$ cat src/assert_macros.svh
// Assertion helpers
`ifndef ASSERT_MACROS_SVH
`define ASSERT_MACROS_SVH

// clocked property check, disabled in reset
`define LKMN_ASSERT(lbl, clk, rst_n, prop, msg) \
  lbl: assert property (@(posedge clk) disable iff (!rst_n) (prop)) else $error(msg);

// clocked implication check
`define LKMN_ASSERT_IMP(lbl, clk, rst_n, ante, cons, msg) \
  lbl: assert property (@(posedge clk) disable iff (!rst_n) (ante) |-> (cons)) \
    else $error(msg);

`endif

$ cat src/lkmn_pkg.sv
package lkmn_pkg;

  localparam int unsigned VAL_W     = 32;
  localparam int unsigned Q_FRAC    = 8;
  localparam logic [7:0]  LC_RESET  = 8'd80;

  localparam logic [15:0] CP_POS_3310 = 16'h0CEE;
  localparam logic [15:0] CP_NEG_3310 = 16'hF312;
  localparam logic [15:0] CP_POS_503  = 16'h01F7;
  localparam logic [15:0] CP_NEG_503  = 16'hFE09;

  typedef struct packed {
    logic signed [31:0] power_sample;
    logic signed [15:0] control_program;
    logic [30:0]        search_noise;
    logic               last_gate;
  } in_req_t;

  typedef struct packed {
    logic [31:0] sky_noise;
    logic        used_fallback;
    logic [7:0]  samples_averaged;
  } out_req_t;

  typedef struct packed {
    logic             ins;
    logic             shift;
    logic [VAL_W-1:0] value;
  } ctl_t;

  typedef enum logic [4:0] {
    ST_IDLE = 5'b00001,
    ST_SUM  = 5'b00010,
    ST_CHK  = 5'b00100,
    ST_DIV  = 5'b01000,
    ST_DONE = 5'b10000
  } state_e;

endpackage

$ cat src/lkmn_cell.sv
module lkmn_cell (
  input  logic                        clk_i,
  input  lkmn_pkg::ctl_t              ctl_i,
  input  logic                        valid_i,
  input  logic                        prev_keep_i,
  input  logic [lkmn_pkg::VAL_W-1:0]  prev_val_i,
  input  logic [lkmn_pkg::VAL_W-1:0]  next_val_i,
  output logic [lkmn_pkg::VAL_W-1:0]  val_o,
  output logic                        keep_o
);

  logic [lkmn_pkg::VAL_W-1:0] val_q, val_d;

  assign keep_o = valid_i && (val_q <= ctl_i.value);
  assign val_o  = val_q;

  always_comb begin
    val_d = val_q;
    if (ctl_i.ins && !keep_o) begin
      val_d = prev_keep_i ? ctl_i.value : prev_val_i;
    end else if (ctl_i.shift) begin
      val_d = next_val_i;
    end
  end

  always_ff @(posedge clk_i) begin
    val_q <= val_d;
  end

endmodule

$ cat config.mk
export PLATFORM = sky130hd
export DESIGN_NAME = lkmn_cell
export DESIGN_NICKNAME = d
export VERILOG_FILES = /design/src/assert_macros.svh /design/src/lkmn_pkg.sv /design/src/lkmn_cell.sv
export SDC_FILE = /design/constraint.sdc
export NUM_CORES = 1
export LEC_CHECK = 0
export BUFFER_PORTS_ARGS = -buffer_cell sky130_fd_sc_hd__buf_2
export CAP_MARGIN = 20
export CELL_PAD_IN_SITES_DETAIL_PLACEMENT = 1
export CELL_PAD_IN_SITES_GLOBAL_PLACEMENT = 1
export CORE_ASPECT_RATIO = 0.6
export CORE_UTILIZATION = 37
export CTS_CLUSTER_SIZE = 8
export DETAILED_ROUTE_END_ITERATION = 7
export GPL_TIMING_DRIVEN = 0
export HOLD_SLACK_MARGIN = 0.12
export PLACE_DENSITY = 0.86
export SLEW_MARGIN = 10
export SYNTH_ARGS = -nofsm -noshare
export SYNTH_HDL_FRONTEND = slang
export SYNTH_SLANG_ARGS = --single-unit
export TNS_END_PERCENT = 50
$ cat constraint.sdc
create_clock -name clk_i -period 6.1 [get_ports clk_i]
set_clock_uncertainty 0.1 [all_clocks]
set_input_delay 0.305 -clock clk_i [delete_from_list [all_inputs] [get_ports clk_i]]
set_output_delay 0.305 -clock clk_i [all_outputs]
set_load 0.01 [all_outputs]
==> results.cfg <==
[sta]
rsz0062_at_grt = false
drv_slew = 0
worst_pin_slew_ns = 0.818
relSlewSlack = 0.455
setup_tns_ns = 0
fmax_mhz = 281
setup_viol = 0
finalCritPeriodShare = 0.584
final_hold_viol_count = 0
final.min_clock_period_ns = 3.56

[cts]
post_cts.repair.setup_buffers = 0
clk_path_buf_depth = 2
cts_buffers = 5
cts_resized = 0
cts.sinks = 32
postCtsHoldBufs = 0
insertion_delay_ns = 0.27
path_clk_slew_ns = 0.05
cts_tree = done
cts-root-buf = clkbuf_16
htreeDepth = 2

[power_and_ir_drop]
peakVddDrop_uv = 113
p_leak_uw = 0.00169
power-per-cell-area_nw_per_um2 = 218

[placement]
port_buffers = 132
dp_hpwl_um = 6060
placedCellCount = 440
gp_congestion = 0.755

[grt]
grt_pass1_vias = 2298
grt_max_degree = 33
grt_overflow = 0
grt_pass1_wl_um = 11000
antenna_found_initial = 0
grt_use_total = 0.204

[critical_path]
crit_family = simple AND/OR/NAND/NOR gates
crit_slowest_cell = or2_2
max_stage_delay_ns = 0.67
r2r_start = val_o[14]
cp-endpoint = val_o[25]
critPathLaunchType = register
cp.arrival_ns = 3.36
crit_chain = ha_1 > nand4_1 > or3_1 > a211o_1 > a31oi_1 > o21bai_1 > a21boi_4 > buf_6 > or2_2
crit_required_ns = 5.90
worstReg2RegEnd = val_o[25]
critical_path_class = register to register
rrSetupSlack_ns = 2.54
path_buf_inv = 1
cp.depth = 9
cp-startpoint = val_o[14]
path_max_fanout = 32
r2r_cells = 9
endpoint_kind = register

[routing]
vias = 2187
post_drt_via_cell_ratio = 4.91
wl_per_cell_um = 16.0
drtIter0Drc = 44
drt-total-wl_um = 7140
drt-pass1-iter-count = 4
ant_nets = 0
route.detailed.drc = 0

[cells_and_area]
regArea_um2 = 961
multi_input_area_um2 = 1430
syn_to_final_growth_pct = 34.9
largest_reg_flops = 32
fillers = 773
nets = 493
diodes = 0
final_common_cell = buf_2
final_cell_mix = buf_2 (132), mux2_2 (62), inv_1 (33)
layout-drive-gt1-share = 0.570
final_cells = 445

[synthesis]
yosys_warnings = 0
yosysUniqueCellTypes = 30
synthesis.nets = 354
synth_area_per_cell_um2 = 11.6
synthCells = 221
synthFlopType = edfxtp_1
ys_seq_elements = 32
synthArstFlopShare = 0
ys_seq_area_frac = 0.375
synth_edf_count = 32
netlist_area_um2 = 2560

[die]
fp.coreArea_um2 = 6680
pin_count = 134
die_width_um = 109
rows = 23
initial_core_util = 0.383
die_h_um = 66.4
die-area_um2 = 7270

[worst_hold_path]
hold_path.class = input port to register
hold_path_startpoint = next_val_i[27]

[run_status]
outcome = finished, final reports clean

[job]
max_cap_viol_count = 0
==> synth_stat cells (2+ instances only) <==
cell type | number | share of area
nand3_1 | 2 | 0.0039
nand4_1 | 6 | 0.015
mux2_2 | 62 | 0.27
nand2_1 | 9 | 0.013
ha_1 | 32 | 0.16
mux2_1 | 2 | 0.0088
buf_6 | 3 | 0.013
a21oi_1 | 12 | 0.023
clkbuf_1 | 4 | 0.0059
nor2_1 | 2 | 0.0029
inv_1 | 33 | 0.048
nor3_1 | 2 | 0.0039
edfxtp_1 | 32 | 0.38
o21ai_0 | 4 | 0.0078
==> per-layer routing <==
layer | global-route usage | share of wire | up-vias
li1 | - | - | 1085
met1 | 0.258 | 0.46 | 1018
met2 | 0.355 | 0.48 | 78
met3 | 0.0463 | 0.058 | 6
met4 | 0.0417 | 0.0071 | 0
met5 | 0 | 0 | -
==> worst register-to-register path, delay by kind of cell, from the launching register on <==
family	cells	cell delay, ns
compound gates	4	0.91
fa+ha+maj	1	0.34
buf+inv	1	0.21
flops	1	0.40
simple gates	3	1.23
==> per-stage QoR <==
| stage | hold slack, ns | utilization | total power [µW] | worst slack, ns | instance area [µm²] |
|---|---|---|---|---|---|
| 2_1_floorplan | 0.406 | - | 430 | 2.96 | 2560 |
| 3_3_place_gp | 0.491 | 0.499 | 516 | 2.50 | 3330 |
| 3_5_place_dp | 0.496 | 0.499 | 529 | 2.44 | 3330 |
| 4_1_cts | 0.217 | 0.517 | 763 | 2.45 | 3450 |
| 5_1_grt | 0.217 | 0.517 | 798 | 2.23 | 3450 |
| 6_report | 0.225 | 0.517 | 754 | 2.54 | 3450 |
==> worst min-delay path by stage <==
stage,slack (ns),cells after the start,to
2_1_floorplan,0.41,1,val_o[27]
3_3_place_gp,0.49,2,val_o[27]
3_5_place_dp,0.50,2,val_o[27]
4_1_cts,0.22,2,val_o[27]
5_1_grt,0.22,2,val_o[27]
6_report,0.22,2,val_o[27]
==> cell families after synthesis <==
kind of cell             Yosys count  synth area share
AO/OA/AOI/OAI                     26            0.0660
adder cells (fa/ha/maj)           32             0.156
AND/OR/NAND/NOR                   27            0.0533
multiplexers                      64             0.282
buffers and inverters             40            0.0674
flip-flops                        32             0.375
==> power by group <==
part / internal, µW / switching (µW)
combinational: 117 / 113
clock: 144 / 86.8
sequential: 278 / 15.0
total: 539 / 214
==> final cells by class <==
class | instances | area share
buffer | 7 | 0.0141
clock buffer | 5 | 0.0362
inverter | 33 | 0.0359
multi-input combinational | 149 | 0.413
sequential | 32 | 0.278
tap | 87 | 0.0315
timing repair buffer | 132 | 0.191
No activity file was read; power rests on OpenSTA's default activity.
