===== src/assert_macros.svh =====
// Assertion helpers
`ifndef ASSERT_MACROS_SVH
`define ASSERT_MACROS_SVH

// clocked property check, disabled in reset
`define LKMN_ASSERT(lbl, clk, rst_n, prop, msg) \
  lbl: assert property (@(posedge clk) disable iff (!rst_n) (prop)) else $error(msg);

// clocked implication check
`define LKMN_ASSERT_IMP(lbl, clk, rst_n, ante, cons, msg) \
  lbl: assert property (@(posedge clk) disable iff (!rst_n) (ante) |-> (cons)) \
    else $error(msg);

`endif


===== src/lkmn_div.sv =====
module lkmn_div #(
  parameter int unsigned DW = 40,
  parameter int unsigned NW = 8
) (
  input  logic          clk_i,
  input  logic          rst_ni,
  input  logic          start_i,
  input  logic [DW-1:0] num_i,
  input  logic [NW-1:0] den_i,
  output logic          busy_o,
  output logic          done_o,
  output logic [DW-1:0] quo_o
);

  localparam int unsigned CNT_W = $clog2(DW + 1);

  logic [NW-1:0]    rem_q, rem_d;
  logic [DW-1:0]    quo_q, quo_d;
  logic [NW-1:0]    den_q;
  logic [CNT_W-1:0] cnt_q, cnt_d;
  logic             busy_q, busy_d;
  logic [NW:0]      trial;
  logic             fits;

  assign trial = {rem_q, quo_q[DW-1]};
  assign fits  = trial >= {1'b0, den_q};

  always_comb begin
    rem_d  = rem_q;
    quo_d  = quo_q;
    cnt_d  = cnt_q;
    busy_d = busy_q;
    done_o = 1'b0;
    if (start_i) begin
      rem_d  = '0;
      quo_d  = num_i;
      cnt_d  = '0;
      busy_d = 1'b1;
    end else if (busy_q) begin
      rem_d = fits ? NW'(trial - {1'b0, den_q}) : NW'(trial);
      quo_d = {quo_q[DW-2:0], fits};
      cnt_d = cnt_q + 1'b1;
      if (cnt_q == CNT_W'(DW - 1)) begin
        busy_d = 1'b0;
        done_o = 1'b1;
      end
    end
  end

  always_ff @(posedge clk_i or negedge rst_ni) begin
    if (!rst_ni) begin
      busy_q <= 1'b0;
      cnt_q  <= '0;
    end else begin
      busy_q <= busy_d;
      cnt_q  <= cnt_d;
    end
  end

  always_ff @(posedge clk_i) begin
    rem_q <= rem_d;
    quo_q <= quo_d;
    if (start_i) begin
      den_q <= den_i;
    end
  end

  assign busy_o = busy_q;
  assign quo_o  = quo_d;

endmodule

===== config.mk =====
export PLATFORM = sky130hd
export DESIGN_NAME = lkmn_div
export DESIGN_NICKNAME = d
export VERILOG_FILES = /design/src/assert_macros.svh /design/src/lkmn_div.sv
export SDC_FILE = /design/constraint.sdc
export NUM_CORES = 1
export LEC_CHECK = 0
export CORE_ASPECT_RATIO = 2
export CORE_MARGIN = 2
export CORE_UTILIZATION = 53
export CTS_CLUSTER_DIAMETER = 50
export DETAILED_ROUTE_END_ITERATION = 10
export DONT_BUFFER_PORTS = 1
export GPL_TIMING_DRIVEN = 0
export PLACE_DENSITY = 0.79
export REMOVE_ABC_BUFFERS = 1
export SLEW_MARGIN = 10
export SYNTH_ARGS = -nofsm -noshare
export SYNTH_HDL_FRONTEND = slang
export SYNTH_SLANG_ARGS = --single-unit

===== constraint.sdc =====
create_clock -name clk_i -period 4.7 [get_ports clk_i]
set_input_delay 0.94 -clock clk_i [delete_from_list [all_inputs] [get_ports clk_i]]
set_output_delay 0.94 -clock clk_i [all_outputs]
set_load 0.05 [all_outputs]

==> impl_metrics.toml, run 1 <==
[pwr]
irDropWorstVdd_mv = 0.298
total_power_mw = 1.66
p_per_area_nw_per_um2 = 468
leakage_nw = 1.77

[placed_design]
pre_cts_slack_ns = 1.34
gp_congestion = 0.737
dp_hpwl_mm = 4.75
port-buffer-count = 0
placed_cells = 426
placed_cell_area_sq_um = 3370

[timing]
setup_slack_ns = 1.03
tightestPinTransition_ns = 1.19
max_slew_margin_pct = 20.3
finalHoldViolCount = 0
tns_ns = 0
rsz0062_at_grt = "false"
fmax_ghz = 0.272
hold_ws_ns = 0.300
fin_crit_sh_pct = 78.1
finalMaxSlewViolations = 0
finalSetupViolations = 0
min_period_ns = 3.67
finClkSkew_ns = 0.00703

[setup_path]
path_cells = "inv_1 -> ha_1 -> a21o_1 -> a31oi_1 -> or3_4 -> nand3_2 -> mux2i_1 -> o21ai_1"
cp-end-kind = "output pin"
crit_fanout = 8
worst-setup-path-type = "register to output pin"
path_buf_inv = 1
path_delay_family = "compound AO/OA/AOI/OAI gates"
crit_arrival_ns = 2.73
max_stage_delay_ns = 0.77
critPathLaunchType = "register"
cp.required_ns = 3.76
cp_slowest_cell = "o21ai_1"

[final_layout]
stdcell_count = 440
layout_commonest_cell = "dfxtp_1"
stdcell_area_sq_um = 3540
antenna_cells = 0
area_growth_syn_to_layout_pct = 20.6
nets = 438
final_cell_mix = "dfxtp_1, nand2_1, mux2i_1"
final_core_util_pct = 65.8
layout-drive-gt1-share_pct = 14.7

[cts]
hold_buffers = 0
clk_latency_ns = 0.33
clockBufferDepth = 2
cts_tree = "done"
cts-root-buf = "clkbuf_8"
cts_sinks = 63
postCtsResizedCells = 0
clkSlewWorstSetupHoldPaths_ns = 0.06
numCtsBuffers = 9
cts_setup_buffers = 0
htree_num_levels = 3

[synth]
synth-seq-cells = 63
synth_area_leaders = "dfxtp_1, mux2i_1, edfxtp_1, o21ai_0, dfrtp_1"
synth_edf_count = 8
seq_area_frac_synth_pct = 46.9
async_reset_ff_share_pct = 11.1
synth_area_per_cell_sq_um = 9.46
synth_area_sq_um = 2930
ys_warn_count = 0
ys.flop_type = "dfxtp_1"
synthCells = 310
synthDistinctLibCells = 40
netlist.top_cell.by_area = "dfxtp_1"
synth_top_area_share_pct = 32.8

[flow_run]
cap_violations = 0

[grt]
grt_max_degree = 106
grt_pass1_wl_mm = 10.1
grt_usage_pct = 21.0
gr-total-overflow = 0
antenna_found_initial = 0
grt_pass1_vias = 2492

[drt]
post_drt_wl_per_cell_um = 14.5
vias = 2425
drc_errors = 0
viasPerCell = 5.51
ant_nets = 0
drt_first_iter_violations = 63
routed_wl_mm = 6.39
dr.pass1.iters = 4

[floorplan]
die_x_um = 56.6
start_util_pct = 54.6
io-pin-count = 93
coreArea_sq_um = 5370
rows = 38
die_area_sq_um = 6180
die_h_um = 109

[min_path]
worstHoldPathType = "primary input to asynchronous set/reset pin"

[run_status]
status = "complete, no violations"
synth_stat cells (2+ instances only):
master and count:
o21ai_0 47, o21a_1 2, nand3_1 3, a211oi_1 6, xnor2_1 3, nand2_1 46, clkbuf_1 10, or3_1 2
buf_2 3, ha_1 9, o31a_1 2, nor2_1 16, nand2b_1 4, xor2_1 3, nand4_1 3, a211oi_2 2
o22ai_1 2, buf_1 5, edfxtp_1 8, inv_1 11, dfxtp_1 48, dfrtp_1 7, mux2i_1 43, a21oi_1 9
routing by layer:
metal  up-vias  GRT usage (%)  wire length, um
li1       1222              -                -
met1      1105           19.4             2340
met2        75           40.1             3520
met3        23           5.58              308
met4         0           11.9              221
met5         -              0                0
flip-flops by register name, summed over array words and instances (netlist names):
signal	count
quo_q	40
den_q	8
rem_q	8
cnt_q	6
busy_o	1
power by group:
group          total (mW)  switching, mW  leakage [nW]  internal, mW
Clock               0.398          0.185        0.0854         0.214
Sequential          0.667         0.0459         0.571         0.621
Combinational       0.590          0.353          1.11         0.237
Total                1.66          0.583          1.77          1.07
logic make-up (layout without fill, tap and decap cells):
logic type | after synthesis | count (layout) | share of synthesized area [%]
AO/OA/AOI/OAI | 74 | 74 | 14.5
XOR/XNOR | 6 | 6 | 1.79
adder cells (fa/ha/maj) | 10 | 10 | 4.52
buffers and inverters | 29 | 99 | 3.84
flip-flops | 63 | 63 | 46.9
multiplexers | 45 | 45 | 15.6
AND/OR/NAND/NOR | 83 | 83 | 12.8
cell type report:
| class | count | area, sq um |
|---|---|---|
| Fill cell | 430 | 1840 |
| Tap cell | 60 | 75.1 |
| Multi-Input combinational cell | 218 | 1450 |
| Inverter | 11 | 41.3 |
| Sequential cell | 63 | 1380 |
| Clock buffer | 13 | 159 |
| Clock inverter | 1 | 5.00 |
| Timing Repair Buffer | 74 | 425 |
path summary, 6_finish.rpt:
kind                                  startpoint               endpoint  slack, ns  depth (start not counted)
setup / recovery              den_q[2]$_DFFE_PP_               quo_o[0]       1.03                          8
hold / removal                            rst_ni   cnt_q[4]$_DFFE_PN0P_       0.30                          0
setup reg to reg              den_q[2]$_DFFE_PP_       quo_q[0]$_DFF_P_       2.09                          9
hold reg to reg            rem_q[2]$_SDFFE_PP0P_  rem_q[2]$_SDFFE_PP0P_       0.51                          2
max in group asynchronous                 rst_ni       busy_o$_DFF_PN0_       4.32                          0
min in group clk_i         rem_q[2]$_SDFFE_PP0P_  rem_q[2]$_SDFFE_PP0P_       0.51                          2
No activity file was read; power rests on OpenSTA's default activity.
==> run 2: changes to the inputs <==
- ABC_AREA: unset -> 1
- PLACE_DENSITY: 0.79 -> 0.82
- clock period: 4.7 -> 3.25 ns (I/O delays scaled with it)
==> run 2 against run 1 <==
The flow now finishes with violations (negative setup slack). Synthesized area decreased by 0.51%. Clock skew decreased by 0.0013 ns. Register-to-register slack got worse by 1.3 ns. Non-clock buffer count decreased by 63. Combinational power increased by 57%. Worst hold slack improved by 0.097 ns.
==> impl_metrics.toml, run 2 <==
[run_status]
status = "finished, violations left"
violations = "negative setup slack"

[setup_path]
crit_fanout = 14
max_stage_delay_ns = 0.68
cp-startpoint = "busy_o$_DFF_PN0_"
critPathLaunchType = "register"
cp.required_ns = 2.60
rrSetupSlack_ns = 0.76
crit_arrival_ns = 2.65
cp_slowest_cell = "o221ai_2"
regToRegEndpoint = "quo_q[17]$_DFF_P_"
cp-end-kind = "output pin"
worst-setup-path-type = "register to output pin"
worst-r2r-cell-count = 4
cp-endpoint = "quo_o[37]"
path_cells = "inv_2 -> nor2_4 -> clkinvlp_4 -> o221ai_2"
cp.depth = 4
path_buf_inv = 2
worstReg2RegStart = "busy_o$_DFF_PN0_"
path_delay_family = "compound AO/OA/AOI/OAI gates"

[grt]
gr-total-overflow = 0
grt_pass1_wl_mm = 11.4
grt_max_degree = 54
grt_pass1_vias = 2537
grt_usage_pct = 24.1
antenna_found_initial = 0

[synth]
yosysMostFrequentCell = "nand2_1"
synthDistinctLibCells = 30
synth-seq-cells = 63
netlist.top_cell.by_area = "dfxtp_1"
ys_warn_count = 0
async_reset_ff_share_pct = 11.1
synth_top_area_share_pct = 32.9
synth_area_per_cell_sq_um = 8.24
synthCells = 354
synth_edf_count = 8
synth_area_leaders = "dfxtp_1, nand2_1, o221ai_1, inv_1, edfxtp_1"
seq_area_frac_synth_pct = 47.2
synth_area_sq_um = 2920
ys.flop_type = "dfxtp_1"
synthTopCellsByCount = "nand2_1, inv_1, dfxtp_1"

[final_layout]
largest_reg_flops = 40
final_cell_mix = "nand2_1, inv_1, dfxtp_1"
antenna_cells = 0
nets = 425
stdcell_area_sq_um = 3660
layout-drive-gt1-share_pct = 21.4
top_register = "quo_q"
area_growth_syn_to_layout_pct = 25.6
layout_commonest_cell = "nand2_1"
top_regs = "quo_q: 40 flops, den_q: 8 flops, rem_q: 8 flops"

[floorplan]
die_x_um = 56.5
die_h_um = 109
die_area_sq_um = 6150
rows = 38
io-pin-count = 93
start_util_pct = 54.3
coreArea_sq_um = 5370

[timing]
min_period_ns = 3.30
finalMaxSlewViolations = 0
fin_crit_sh_pct = 101
finalSetupViolations = 10
finClkSkew_ns = 0.00576
setup_slack_ns = -0.0458
fmax_ghz = 0.303
tightestPinTransition_ns = 1.16
max_slew_margin_pct = 22.5
rsz0062_at_grt = "true"
finalHoldViolCount = 0

[min_path]
worstHoldPathType = "primary input to register"
min-delay-start = "start_i"

[drt]
drc_errors = 0
post_drt_wl_per_cell_um = 16.7
routed_wl_mm = 7.18
vias = 2447
dr.pass1.iters = 5
ant_nets = 0
viasPerCell = 5.70
drt_first_iter_violations = 54

[pwr]
total_power_mw = 2.46
irDropWorstVdd_mv = 0.500
leakage_nw = 1.60
p_per_area_nw_per_um2 = 672

[placed_design]
gp_congestion = 0.923
placed_cell_area_sq_um = 2920
dp_hpwl_mm = 4.70
port-buffer-count = 0

[cts]
clockBufferDepth = 2
cts_tree = "done"
cts-root-buf = "clkbuf_8"
clkSlewWorstSetupHoldPaths_ns = 0.06
cts_sinks = 63
clk_latency_ns = 0.33
numCtsBuffers = 9
htree_num_levels = 3

[flow_run]
cap_violations = 0
## run 2: cell count changes after synthesis, moves of 13 or more
| cell | delta |
|---|---|
| nand3_1 | +13 |
| o221ai_1 | +39 |
| nand2_1 | +50 |
| mux2i_1 | -43 |
| inv_1 | +56 |
| o21ai_0 | -46 |
## run 2: cell type report
class	instances	area [sq um]
clock buffer	15	156
clock inverter	1	3.75
fill	385	1710
inverter	70	272
multi-input combinational	206	1660
sequential	63	1380
tap	60	75.1
timing repair buffer	11	97.6
timing repair inverter	3	22.5
## run 2: how the worst min path moves through the flow
stage,cells after the start,to
3_5_place_dp,0,busy_o$_DFF_PN0_
4_1_cts,1,cnt_q[4]$_DFFE_PN0P_
6_report,1,cnt_q[4]$_DFFE_PN0P_
5_1_grt,1,cnt_q[4]$_DFFE_PN0P_
2_1_floorplan,0,busy_o$_DFF_PN0_
3_3_place_gp,0,busy_o$_DFF_PN0_
## run 2: repair_timing
action                     CTS  global route
gates cloned                 3             0
gates resized for setup     60             7
hold buffers                 1             0
buffers inserted             1             9
setup endpoints to repair   79            29
hold endpoints to repair     7             0
pin swaps                    2             1
## run 2: logic make-up (layout without fill, tap and decap cells)
kind of cell	count (synthesis)	after routing	synth area share (%)
AO/OA/AOI/OAI	48	48	13.9
AND/OR/NAND/NOR	145	145	22.1
XOR/XNOR	3	3	0.901
buffers and inverters	85	100	11.4
adder cells (fa/ha/maj)	10	10	4.55
flip-flops	63	63	47.2
## run 2: per-layer routing
layer,track usage (%),vias up,share of wire [%]
met1,22.5,1134,34
met3,7.00,21,6.5
met4,14.1,0,3.8
li1,-,1192,-
met2,44.9,100,56
met5,0,-,0
## run 2: report_power, final
group | switching [mW] | leakage [nW] | internal [mW]
Combinational | 0.640 | 0.953 | 0.287
Sequential | 0.0630 | 0.571 | 0.907
Clock | 0.269 | 0.0794 | 0.297
## run 2: through the flow
step | setup WS [ns] | hold WS [ns] | util [%] | std cells | TNS (ns)
6_report | -0.0458 | 0.397 | 68.2 | 429 | -0.315
5_1_grt | -0.170 | 0.372 | 68.2 | 429 | -1.52
3_3_place_gp | -0.776 | 0.355 | 54.4 | 399 | -39.09
4_1_cts | -0.0427 | 0.377 | 65.6 | 420 | -0.443
3_5_place_dp | -0.800 | 0.355 | 54.4 | 399 | -40.47
2_1_floorplan | -0.108 | 0.354 | - | 339 | -4.21
